$ cat src/design/dws_pkg.sv
package dws_pkg;

    localparam int DEPTH = 32;
    localparam int IDX_W = (DEPTH > 1) ? $clog2(DEPTH) : 1;
    localparam int CNT_W = $clog2(DEPTH + 1);
    localparam int DATA_W = 32;

    localparam logic [CNT_W-1:0] DEPTH_CNT = CNT_W'(DEPTH);
    localparam logic [CNT_W:0] DEPTH_SUM = (CNT_W + 1)'(DEPTH);

    typedef enum logic [2:0] {
        FN_PUSH_FRONT = 3'd0,
        FN_PUSH_BACK  = 3'd1,
        FN_POP_FRONT  = 3'd2,
        FN_POP_BACK   = 3'd3,
        FN_SEARCH     = 3'd4,
        FN_DUMP_FWD   = 3'd5,
        FN_DUMP_REV   = 3'd6
    } func_t;

    typedef enum logic [1:0] {
        STAT_OK    = 2'd0,
        STAT_EMPTY = 2'd1,
        STAT_FULL  = 2'd2
    } status_t;

    typedef enum logic [2:0] {
        S_IDLE,
        S_POP,
        S_SRCH,
        S_DUMP,
        S_EMIT
    } state_t;

    typedef struct packed {
        logic              en;
        logic [IDX_W-1:0]  addr;
        logic [DATA_W-1:0] data;
    } store_wr_t;

    typedef struct packed {
        logic             en;
        logic [IDX_W-1:0] addr;
    } store_rd_t;

    // ring position of base + off, off below DEPTH
    function automatic logic [IDX_W-1:0] ring_add(logic [IDX_W-1:0] base,
                                                  logic [CNT_W-1:0] off);
        logic [CNT_W:0] sum;
        sum = (CNT_W + 1)'(base) + {1'b0, off};
        if (sum >= DEPTH_SUM) begin
            sum = sum - DEPTH_SUM;
        end
        return sum[IDX_W-1:0];
    endfunction

endpackage

$ cat src/design/deque_with_search.sv
// Bounded deque of signed 32-bit values kept in a ring of 32 entries in a
// single-port-write, single-port-read memory. An item is taken only while
// the sequencer is idle; s_tuser carries the operation, s_tdata the value
// or search key. Push writes and goes to S_EMIT, pop reads via S_POP to
// S_EMIT, which waits out any output stall. Search walks the stored entries
// through the memory read port, one per cycle, and stops at the first
// match. A dump gives one transfer per entry, front to back or back to
// front, with m_tlast on the final one, at one entry per cycle while
// m_tready stays high. Pop, search and dump on an empty queue and push on a
// full one give a single status transfer. Operation code 7 is taken and
// dropped with no transfer. The result register lets the next item be
// taken while a finished result still waits.
module deque_with_search (
    input  logic        aclk,
    input  logic        aresetn,
    input  logic        s_tvalid,
    output logic        s_tready,
    input  logic [31:0] s_tdata,   // value
    input  logic [2:0]  s_tuser,   // func
    output logic        m_tvalid,
    input  logic        m_tready,
    output logic [31:0] m_tdata,   // data
    output logic [2:0]  m_tuser,   // status, found
    output logic        m_tlast
);

    localparam int IW = dws_pkg::IDX_W;
    localparam int CW = dws_pkg::CNT_W;
    localparam int DW = dws_pkg::DATA_W;

    dws_pkg::state_t state_reg, state_next;
    logic [IW-1:0]   front_reg, front_next;
    logic [CW-1:0]   cnt_reg, cnt_next;
    logic [CW-1:0]   iss_reg, iss_next;
    logic            chk_vld_reg, chk_vld_next;
    logic            rev_reg, rev_next;
    logic [DW-1:0]   key_reg, key_next;

    dws_pkg::status_t res_status_reg, res_status_next;
    logic             res_found_reg, res_found_next;
    logic [DW-1:0]    res_data_reg, res_data_next;

    logic            m_tvalid_reg, m_tvalid_next;
    logic [DW-1:0]   m_tdata_reg, m_tdata_next;
    logic [2:0]      m_tuser_reg, m_tuser_next;
    logic            m_tlast_reg, m_tlast_next;

    dws_pkg::store_wr_t wr;
    dws_pkg::store_rd_t rd;
    logic [DW-1:0]      rd_data;

    logic          slot_free;
    logic          m_load;
    logic [CW-1:0] last_off;
    logic [CW-1:0] nxt_i;
    logic [CW-1:0] nxt_off;

    dws_store u_store (
        .aclk    (aclk),
        .wr      (wr),
        .rd      (rd),
        .rd_data (rd_data)
    );

    assign slot_free = !m_tvalid_reg || m_tready;
    assign last_off  = cnt_reg - CW'(1);
    assign nxt_i     = iss_reg + CW'(1);
    assign nxt_off   = rev_reg ? (last_off - nxt_i) : nxt_i;

    always_comb begin
        state_next      = state_reg;
        front_next      = front_reg;
        cnt_next        = cnt_reg;
        iss_next        = iss_reg;
        chk_vld_next    = chk_vld_reg;
        rev_next        = rev_reg;
        key_next        = key_reg;
        res_status_next = res_status_reg;
        res_found_next  = res_found_reg;
        res_data_next   = res_data_reg;
        m_load          = 1'b0;
        m_tdata_next    = m_tdata_reg;
        m_tuser_next    = m_tuser_reg;
        m_tlast_next    = m_tlast_reg;
        wr              = '0;
        rd              = '0;
        s_tready        = 1'b0;

        case (state_reg)
            dws_pkg::S_IDLE: begin
                s_tready = 1'b1;
                if (s_tvalid) begin
                    res_status_next = dws_pkg::STAT_OK;
                    res_found_next  = 1'b0;
                    res_data_next   = '0;
                    key_next        = s_tdata;
                    iss_next        = '0;
                    chk_vld_next    = 1'b0;
                    case (dws_pkg::func_t'(s_tuser))
                        dws_pkg::FN_PUSH_FRONT, dws_pkg::FN_PUSH_BACK: begin
                            state_next = dws_pkg::S_EMIT;
                            if (cnt_reg == dws_pkg::DEPTH_CNT) begin
                                res_status_next = dws_pkg::STAT_FULL;
                            end else begin
                                wr.en    = 1'b1;
                                wr.data  = s_tdata;
                                cnt_next = cnt_reg + CW'(1);
                                if (dws_pkg::func_t'(s_tuser) == dws_pkg::FN_PUSH_FRONT) begin
                                    front_next = dws_pkg::ring_add(front_reg,
                                                     dws_pkg::DEPTH_CNT - CW'(1));
                                    wr.addr    = front_next;
                                end else begin
                                    wr.addr = dws_pkg::ring_add(front_reg, cnt_reg);
                                end
                            end
                        end
                        dws_pkg::FN_POP_FRONT, dws_pkg::FN_POP_BACK: begin
                            if (cnt_reg == '0) begin
                                res_status_next = dws_pkg::STAT_EMPTY;
                                state_next      = dws_pkg::S_EMIT;
                            end else begin
                                rd.en      = 1'b1;
                                cnt_next   = last_off;
                                state_next = dws_pkg::S_POP;
                                if (dws_pkg::func_t'(s_tuser) == dws_pkg::FN_POP_FRONT) begin
                                    rd.addr    = front_reg;
                                    front_next = dws_pkg::ring_add(front_reg, CW'(1));
                                end else begin
                                    rd.addr = dws_pkg::ring_add(front_reg, last_off);
                                end
                            end
                        end
                        dws_pkg::FN_SEARCH: begin
                            if (cnt_reg == '0) begin
                                res_status_next = dws_pkg::STAT_EMPTY;
                                state_next      = dws_pkg::S_EMIT;
                            end else begin
                                state_next = dws_pkg::S_SRCH;
                            end
                        end
                        dws_pkg::FN_DUMP_FWD, dws_pkg::FN_DUMP_REV: begin
                            if (cnt_reg == '0) begin
                                res_status_next = dws_pkg::STAT_EMPTY;
                                state_next      = dws_pkg::S_EMIT;
                            end else begin
                                rev_next   = (dws_pkg::func_t'(s_tuser) == dws_pkg::FN_DUMP_REV);
                                rd.en      = 1'b1;
                                rd.addr    = dws_pkg::ring_add(front_reg,
                                                 rev_next ? last_off : '0);
                                state_next = dws_pkg::S_DUMP;
                            end
                        end
                        default: begin
                            state_next = dws_pkg::S_IDLE;
                        end
                    endcase
                end
            end
            dws_pkg::S_POP: begin
                res_data_next = rd_data;
                state_next    = dws_pkg::S_EMIT;
            end
            dws_pkg::S_SRCH: begin
                if (chk_vld_reg && (rd_data == key_reg)) begin
                    res_found_next = 1'b1;
                    state_next     = dws_pkg::S_EMIT;
                end else if (iss_reg == cnt_reg) begin
                    state_next = dws_pkg::S_EMIT;
                end else begin
                    rd.en        = 1'b1;
                    rd.addr      = dws_pkg::ring_add(front_reg, iss_reg);
                    iss_next     = nxt_i;
                    chk_vld_next = 1'b1;
                end
            end
            dws_pkg::S_DUMP: begin
                if (slot_free) begin
                    m_load       = 1'b1;
                    m_tdata_next = rd_data;
                    m_tuser_next = {1'b0, dws_pkg::STAT_OK};
                    m_tlast_next = (iss_reg == last_off);
                    if (iss_reg == last_off) begin
                        state_next = dws_pkg::S_IDLE;
                    end else begin
                        rd.en    = 1'b1;
                        rd.addr  = dws_pkg::ring_add(front_reg, nxt_off);
                        iss_next = nxt_i;
                    end
                end
            end
            dws_pkg::S_EMIT: begin
                if (slot_free) begin
                    m_load       = 1'b1;
                    m_tdata_next = res_data_reg;
                    m_tuser_next = {res_found_reg, res_status_reg};
                    m_tlast_next = 1'b1;
                    state_next   = dws_pkg::S_IDLE;
                end
            end
            default: begin
                state_next = dws_pkg::S_IDLE;
            end
        endcase

        m_tvalid_next = m_load || (m_tvalid_reg && !m_tready);
    end

    always_ff @(posedge aclk) begin
        if (!aresetn) begin
            state_reg    <= dws_pkg::S_IDLE;
            front_reg    <= '0;
            cnt_reg      <= '0;
            iss_reg      <= '0;
            chk_vld_reg  <= 1'b0;
            rev_reg      <= 1'b0;
            m_tvalid_reg <= 1'b0;
        end else begin
            state_reg    <= state_next;
            front_reg    <= front_next;
            cnt_reg      <= cnt_next;
            iss_reg      <= iss_next;
            chk_vld_reg  <= chk_vld_next;
            rev_reg      <= rev_next;
            m_tvalid_reg <= m_tvalid_next;
        end
    end

    always_ff @(posedge aclk) begin
        key_reg        <= key_next;
        res_status_reg <= res_status_next;
        res_found_reg  <= res_found_next;
        res_data_reg   <= res_data_next;
        m_tdata_reg    <= m_tdata_next;
        m_tuser_reg    <= m_tuser_next;
        m_tlast_reg    <= m_tlast_next;
    end

    assign m_tvalid = m_tvalid_reg;
    assign m_tdata  = m_tdata_reg;
    assign m_tuser  = m_tuser_reg;
    assign m_tlast  = m_tlast_reg;

endmodule

$ cat src/design/dws_store.sv
module dws_store (
    input  logic                           aclk,
    input  dws_pkg::store_wr_t             wr,
    input  dws_pkg::store_rd_t             rd,
    output logic [dws_pkg::DATA_W-1:0]     rd_data
);

    logic [dws_pkg::DATA_W-1:0] mem [dws_pkg::DEPTH];
    logic [dws_pkg::DATA_W-1:0] rd_data_reg;

    always_ff @(posedge aclk) begin
        if (wr.en) begin
            mem[wr.addr] <= wr.data;
        end
    end

    // read data holds until the next read
    always_ff @(posedge aclk) begin
        if (rd.en) begin
            rd_data_reg <= mem[rd.addr];
        end
    end

    assign rd_data = rd_data_reg;

endmodule

$ cat config.mk
export PLATFORM = sky130hd
export DESIGN_NAME = deque_with_search
export DESIGN_NICKNAME = d
export VERILOG_FILES = /design/src/design/dws_pkg.sv /design/src/design/deque_with_search.sv /design/src/design/dws_store.sv
export SDC_FILE = /design/constraint.sdc
export NUM_CORES = 1
export LEC_CHECK = 0
export BUFFER_PORTS_ARGS = -buffer_cell sky130_fd_sc_hd__buf_4
export CAP_MARGIN = 20
export CORE_UTILIZATION = 50
export CTS_CLUSTER_DIAMETER = 40
export DETAILED_ROUTE_END_ITERATION = 8
export PLACE_DENSITY = 0.66
export SLEW_MARGIN = 20
export SYNTH_ARGS = -nofsm -noshare
export SYNTH_HDL_FRONTEND = slang
export SYNTH_SLANG_ARGS = --single-unit
$ cat constraint.sdc
create_clock -name aclk -period 7.8 [get_ports aclk]
set_input_delay 0.78 -clock aclk [delete_from_list [all_inputs] [get_ports aclk]]
set_output_delay 0.78 -clock aclk [all_outputs]
set_load 0.02 [all_outputs]
# --- Word level (Yosys, flattened, before mapping) ---
# Memories as Yosys holds them, arrays and structs flattened. A register that Yosys moved wholly into a read port is not among the register bits.
# Index checks and enable logic that the tools add are counted.
op_classes:
  n_eq_ne: 27
  magnitude_cmp: 7
  reduce_logical: 29
  bitwise_logic: 1
  muxes: 73
  addsub: 18
op_table:
  columns: ["op", "count"]
  rows:
  - ["2-to-1 mux 38 bit", 4]
  - ["case mux 32 bit (2 select lines)", 2]
  - ["2-to-1 mux 32 bit", 3]
  - ["2-to-1 mux 6 bit", 16]
  - ["2-to-1 mux 5 bit", 13]
  - ["case mux 6 bit (3 select lines)", 2]
  - ["adder 5 x 6 -> 7 bit", 5]
  - [">= comparator 7 x 6 -> 1 bit, second input constant", 5]
  - ["subtractor 5 x 1 -> 5 bit, second input constant", 7]
  - ["== test 32 bit", 1]
  - ["2-to-1 mux 3 bit", 10]
  - ["!= test 2 bit, second input constant", 12]
  - ["case mux 6 bit (2 select lines)", 2]
  - ["case mux 3 bit (5 select lines)", 1]
  - ["adder 6 x 1 -> 6 bit, second input constant", 2]
  - ["== test 3 x 2 -> 1 bit, second input constant", 4]
  - ["== test 3 bit, second input constant", 4]
  - ["== test 6 bit", 2]
  - [">= comparator 6 bit, second input constant", 2]
  - ["2-to-1 mux 1 bit", 12]
  - ["case mux 3 bit (4 select lines)", 1]
  - ["case mux 5 bit (2 select lines)", 1]
  - ["AND reduction 5 bit", 2]
  - ["AND reduction 4 bit", 2]
  - ["25 further kinds", 40]
word_totals:
  regBits: 126
  mem_bits_rw: 1024
  word_cells: 170
  n_memories: 1
memory_table:
  columns: ["memory", "depth", "width", "read_ports", "rd_ports_with_merged_regs", "wr", "line", "text"]
  rows:
  - ["u_store.mem", 32, 32, 1, 1, 1, "dws_store.sv:8", "logic [dws_pkg::DATA_W-1:0] mem [dws_pkg::DEPTH];"]

# --- Depth between registers and ports, before layout ---
depth:
  word_depth: 10
  depth_mapped: 19
  mapped_depth_nobuf: 17

# --- Hierarchy ---
# A second synthesis with hierarchy kept.
hier_totals:
  cells_unflattened: 2963
  hier_area_um2: 48038.6
by_module_without_submodules:
  columns: ["module", "cells_each", "instances", "area_each_um2"]
  rows:
  - ["dws_store", 2260, 1, 40812.9]
  - ["deque_with_search", 703, 1, 7225.7]

# --- Worst setup path before layout ---
# Ideal clock, no wire load.
synth_timing:
  kind: "register -> register"
  startpoint: "register state_reg[2]"
  endpoint: "memory u_store.mem[13][0] in the netlist's numbering (enable)"
  t_required_ns: 7.379
  path_slack_ns: 3.377
  t_arrival_ns: 4.002
  n_path_buf: 1
  synth_period_minus_slack_ns: 4.423
  stages_incl_launch_ff: 8
  setup_ns: 0.421
  cell_sequence: "dfxtp_1 > nor3_2 > nand2_1 > inv_1 > and3_1 > clkbuf_1 > o21ai_0 > nor2_1"
synth_between:
  elab_chain_len: 4
synth_rtl:
  columns: ["item", "line", "text"]
  rows:
  - ["start: declaration", "deque_with_search.sv:31", "dws_pkg::state_t state_reg, state_next;"]
  - ["start signal: assignment", "deque_with_search.sv:210", "state_reg <= dws_pkg::S_IDLE;"]
  - ["start signal: assignment", "deque_with_search.sv:218", "state_reg <= state_next;"]
  - ["logical NOT 3 bit (*)", "deque_with_search.sv:89", "case (state_reg)"]
  - ["2-to-1 mux 38 bit (*)", "deque_with_search.sv:89", null]
  - ["2-to-1 mux 1 bit", "dws_store.sv:12", "if (wr.en) begin"]
  - ["2-to-1 mux 1 bit (not written as such)", "dws_store.sv:13", "mem[wr.addr] <= wr.data;"]
  - ["end: declaration", "dws_store.sv:8", null]
# Every way passes the cells marked *; elsewhere a longest branch is shown, timed or not.

# --- Worst setup path after layout ---
layout_timing:
  startpoint: "register cnt_reg[0]"
  endpoint: "register u_store.rd_data_reg, in the netlist u_store.rd_data[30], read port of u_store.mem (data pin)"
layout_between:
  elab_chain_len: 9
  word_cells_on_any_way: 29
  classes_between: "add/sub (8); order compare (3); eq/ne (2); mux (15); reduce/logical (1)"
layout_rtl:
  columns: ["item", "line", "text"]
  rows:
  - ["start: declaration", "deque_with_search.sv:33", "logic [CW-1:0] cnt_reg, cnt_next;"]
  - ["start signal: assignment", "deque_with_search.sv:220", "cnt_reg <= cnt_next;"]
  - ["subtractor 6 x 1 -> 6 bit", "deque_with_search.sv:66", "assign last_off = cnt_reg - CW'(1);"]
  - ["subtractor 6 bit, or another cell as far along", "deque_with_search.sv:68", "assign nxt_off = rev_reg ? (last_off - nxt_i) : nxt_i;"]
  - ["2-to-1 mux 6 bit, or another cell as far along", "deque_with_search.sv:68", null]
  - ["adder 5 x 6 -> 7 bit, or another cell as far along", "dws_pkg.sv:50", "sum = (CNT_W + 1)'(base) + {1'b0, off};"]
  - [">= comparator 7 x 6 -> 1 bit, or another cell as far along", "dws_pkg.sv:51", "if (sum >= DEPTH_SUM) begin"]
  - ["2-to-1 mux 5 bit, or another cell as far along", "dws_pkg.sv:51", null]
  - ["2-to-1 mux 6 bit / case mux 6 bit (2 select lines) (equally long branches)", "deque_with_search.sv:182, deque_with_search.sv:99", null]
  - ["2-to-1 mux 6 bit (on tied branches)", "deque_with_search.sv:177, deque_with_search.sv:92", null]
  - ["case mux 6 bit (3 select lines) (*)", "deque_with_search.sv:89", null]
  - ["end: declaration", "dws_store.sv:9", "logic [dws_pkg::DATA_W-1:0] rd_data_reg;"]
# Marks and branches as above.
# A chain may end at the register's enable or synchronous reset.

==> flow_summary.yaml <==
cells_and_area:
  stdcell_area_um2: 55060
  nNetsFinal: 3512
  syn_to_final_growth_pct: 14.30
  regMostFlops: "u_store.mem"
  drive_gt1_share_pct: 13.62
  largest_reg_flops: 1024
sta:
  rsz0062_at_grt: "no"
  hold_ws_ns: 0.2301
  skew_ns: 0.03196
  fin_ws_ns: 2.039
  max_freq_mhz: 173.6
  finalSetupViolCount: 0
  slew_headroom_pct: 21.30
  finalSetupTns_ns: 0
  hold_viol_final: 0
  slew_violations: 0
  fin_crit_ns: 5.761
  worst_slew_pin_slew_ns: 1.180
  fin_crit_sh_pct: 73.86
global_route:
  grt_pass1_vias: 28250
  grt_pass1_wl_mm: 191.0
  grt-ovfl-total: 0
  grt_util_all_layers_pct: 26.96
  antenna_found_initial: 9
  grt_max_degree: 174
flow_run:
  cap_violations: 0
setup_path:
  rr_worst_depth: 16
  arrival_ns: 6.33
  reg2reg_to: "u_store.rd_data[30]$_DFFE_PP_"
  critical-path-max-stage-delay_ns: 1.01
  worstPathCellList: "inv_1 -> ha_1 -> inv_1 -> fa_1 -> nand2_1 -> o21ai_0 -> ha_1 -> a21o_1 -> a21oi_1 -> xor2_1 -> a211oi_2 -> a211oi_4 -> nand3_2 -> o221ai_1 -> a211oi_1 -> a211oi_1"
  worstPathRequired_ns: 8.37
  end_kind: "register"
  rrSetupSlack_ns: 2.04
  timing.critical_path.buf_inv: 2
  startpoint_type: "register"
  critical_path_peak_fanout: 32
  worstSetupPathType: "register to register"
  slowest_stage: "nand3_2"
  timing.rr.start: "cnt_reg[0]$_SDFFE_PN0P_"
  crit_family: "compound AO/OA/AOI/OAI gates"
  worst-path-stages: 16
min_path:
  holdPathStages: 1
  hold_end: "key_reg[14]$_DFFE_PP_"
  hp-class: "input pin to register"
  holdCritStartpoint: "s_tdata[14]"
drt:
  wirelength_mm: 132.1
  drtAntennaViolNets: 0
  dr_wl_met3_mm: 14.32
  wl_met2_mm: 59.71
  routedWlPerCell_um: 27.45
  vias: 29550
  drt_iter0_drc: 3866
  routed.top_layer: "met5"
  drt_pass1_iterations: 5
  vias_per_cell: 6.140
  drc: 0
  wl_met1_mm: 53.34
yosys:
  synth_top_flop_cell: "edfxtp_1"
  ys_warn_count: 0
  synthDistinctLibCells: 67
  async_flop_share_pct: 0
  ys_seq_area_share_pct: 73.21
  synth-edff-count: 1159
  syn_area_per_cell_um2: 14.37
  syn_nets: 3424
  synth_cells: 3351
  yosys_register_bits: 1182
  syn-cell-area_um2: 48170
die:
  die_w_um: 312.4
  start_util_pct: 50.62
  io_pins: 77
  coreArea_um2: 95150
  dieArea_um2: 97580
  floorplan.rows: 113
  die_y_um: 312.4
clock_network:
  postCtsSetupBuffers: 0
  h-tree-depth: 4
  clk-insertion-delay-late_ns: 0.75
  cts-root-buf: "clkbuf_16"
  post_cts_resized: 0
  cts_tree: "done"
  cts_buffers: 142
  hold_buffers: 0
  clkTransAtPathRegs_ns: 0.06
  clock_path_buffers: 3
  clock_sinks: 1182
outcome:
  status: "complete, no violations"
placed_design:
  dp_hpwl_mm: 75.07
  port_buffers: 76
  pre_cts_slack_ns: 2.142
  gp_congestion: 0.8464
  dpl_cell_area_um2: 50390
power:
  leakage_nw: 18.93
  p_total_mw: 15.01
  power_density_nw_per_um2: 272.7
  vdd_drop_max_mv: 0.2122
==> power by group <==
group | switching (mW) | leakage, nW | internal, mW
Combinational | 0.778 | 6.26 | 0.406
Clock | 2.60 | 2.25 | 3.90
Sequential | 0.131 | 10.4 | 7.20
==> kinds of logic (layout without fill, tap and decap cells) <==
| logic type | after synthesis | after routing | share of synthesized area, % |
|---|---|---|---|
| DFF | 1182 | 1182 | 73.21 |
| adders and majority gates | 35 | 35 | 1.000 |
| and+or+nand+nor | 1003 | 1003 | 9.349 |
| muxes | 170 | 170 | 3.618 |
| xor gates and xnor gates | 83 | 83 | 1.556 |
| other | 0 | 3 | 0 |
| buffers and inverters | 250 | 444 | 2.234 |
| AOI/OAI and AO/OA | 628 | 628 | 9.034 |
==> layout make-up <==
type	instances	area, um^2
fill	7323	40100
sequential	1182	35260
multi-input combinational	1919	12240
clock buffer	162	3756
tap	1265	1583
timing repair buffer	148	1149
clock inverter	88	879.6
inverter	46	172.7
antenna	3	7.507
==> placed cells by master (no fill, tap or decap), types with 62 or more instances in the layout <==
cell / netlist / layout
buf_4: 14 / 145
nand2_1: 679 / 677
a21oi_1: 242 / 242
clkbuf_16: 0 / 148
a32o_1: 62 / 62
mux2i_1: 137 / 137
and2_1: 79 / 63
or4_1: 62 / 62
o22ai_1: 65 / 65
edfxtp_1: 1159 / 1159
==> per-stage QoR <==
| step | utilization (%) | instances |
|---|---|---|
| after floorplan | - | 3351 |
| after global placement | 52.96 | 4560 |
| after detailed placement | 52.96 | 4560 |
| after CTS | 57.83 | 4810 |
| after global routing | 57.85 | 4810 |
| final | 57.86 | 4813 |
==> worst max path at each step <==
stage | end | start | slack (ns)
3_5_place_dp | u_store.rd_data[30]$_DFFE_PP_ | cnt_reg[0]$_SDFFE_PN0P_ | 2.14
3_3_place_gp | u_store.rd_data[11]$_DFFE_PP_ | cnt_reg[0]$_SDFFE_PN0P_ | 2.18
6_report | u_store.rd_data[30]$_DFFE_PP_ | cnt_reg[0]$_SDFFE_PN0P_ | 2.04
2_1_floorplan | u_store.mem[13][0]$_DFFE_PP_ | state_reg[2]$_SDFFE_PN0P_ | 3.38
5_1_grt | u_store.rd_data[30]$_DFFE_PP_ | cnt_reg[0]$_SDFFE_PN0P_ | 1.73
4_1_cts | u_store.rd_data[30]$_DFFE_PP_ | cnt_reg[0]$_SDFFE_PN0P_ | 2.15
==> routing by layer <==
layer  up-vias  global-route usage [%]
li1      12870                       -
met1     14840                   38.10
met2      1550                   40.78
met3       289                   6.218
met4        10                   10.31
met5         -                       0
==> cells in the mapped netlist (5+ instances only) <==
cell type / number / share of area (%)
nor2b_1: 14 / 0.18
xor2_1: 28 / 0.51
ha_1: 28 / 0.73
mux2i_1: 137 / 2.8
buf_4: 14 / 0.22
nor4_1: 5 / 0.065
inv_1: 46 / 0.36
a31oi_1: 8 / 0.10
nor3_2: 5 / 0.10
nor2_1: 63 / 0.49
dfxtp_1: 23 / 0.96
and3_1: 9 / 0.12
xnor2_1: 53 / 0.96
nand2b_1: 12 / 0.16
a2bb2oi_1: 32 / 0.58
o22ai_1: 65 / 0.84
mux2_2: 32 / 0.75
a32o_1: 62 / 1.3
clkbuf_1: 114 / 0.89
edfxtp_1: 1159 / 72
nand2_1: 679 / 5.3
a21o_1: 8 / 0.12
a32oi_1: 33 / 0.60
o21ai_0: 41 / 0.43
nand3_1: 21 / 0.22
a211oi_1: 37 / 0.58
buf_1: 18 / 0.14
nor3_1: 19 / 0.20
nor3b_1: 5 / 0.078
buf_2: 56 / 0.58
fa_1: 6 / 0.25
or4_1: 62 / 0.97
nand4_1: 14 / 0.18
a41o_1: 31 / 0.64
o211a_1: 36 / 0.75
a21oi_1: 242 / 2.5
and2_1: 79 / 1.0
Power figures use the tool's default switching activity.
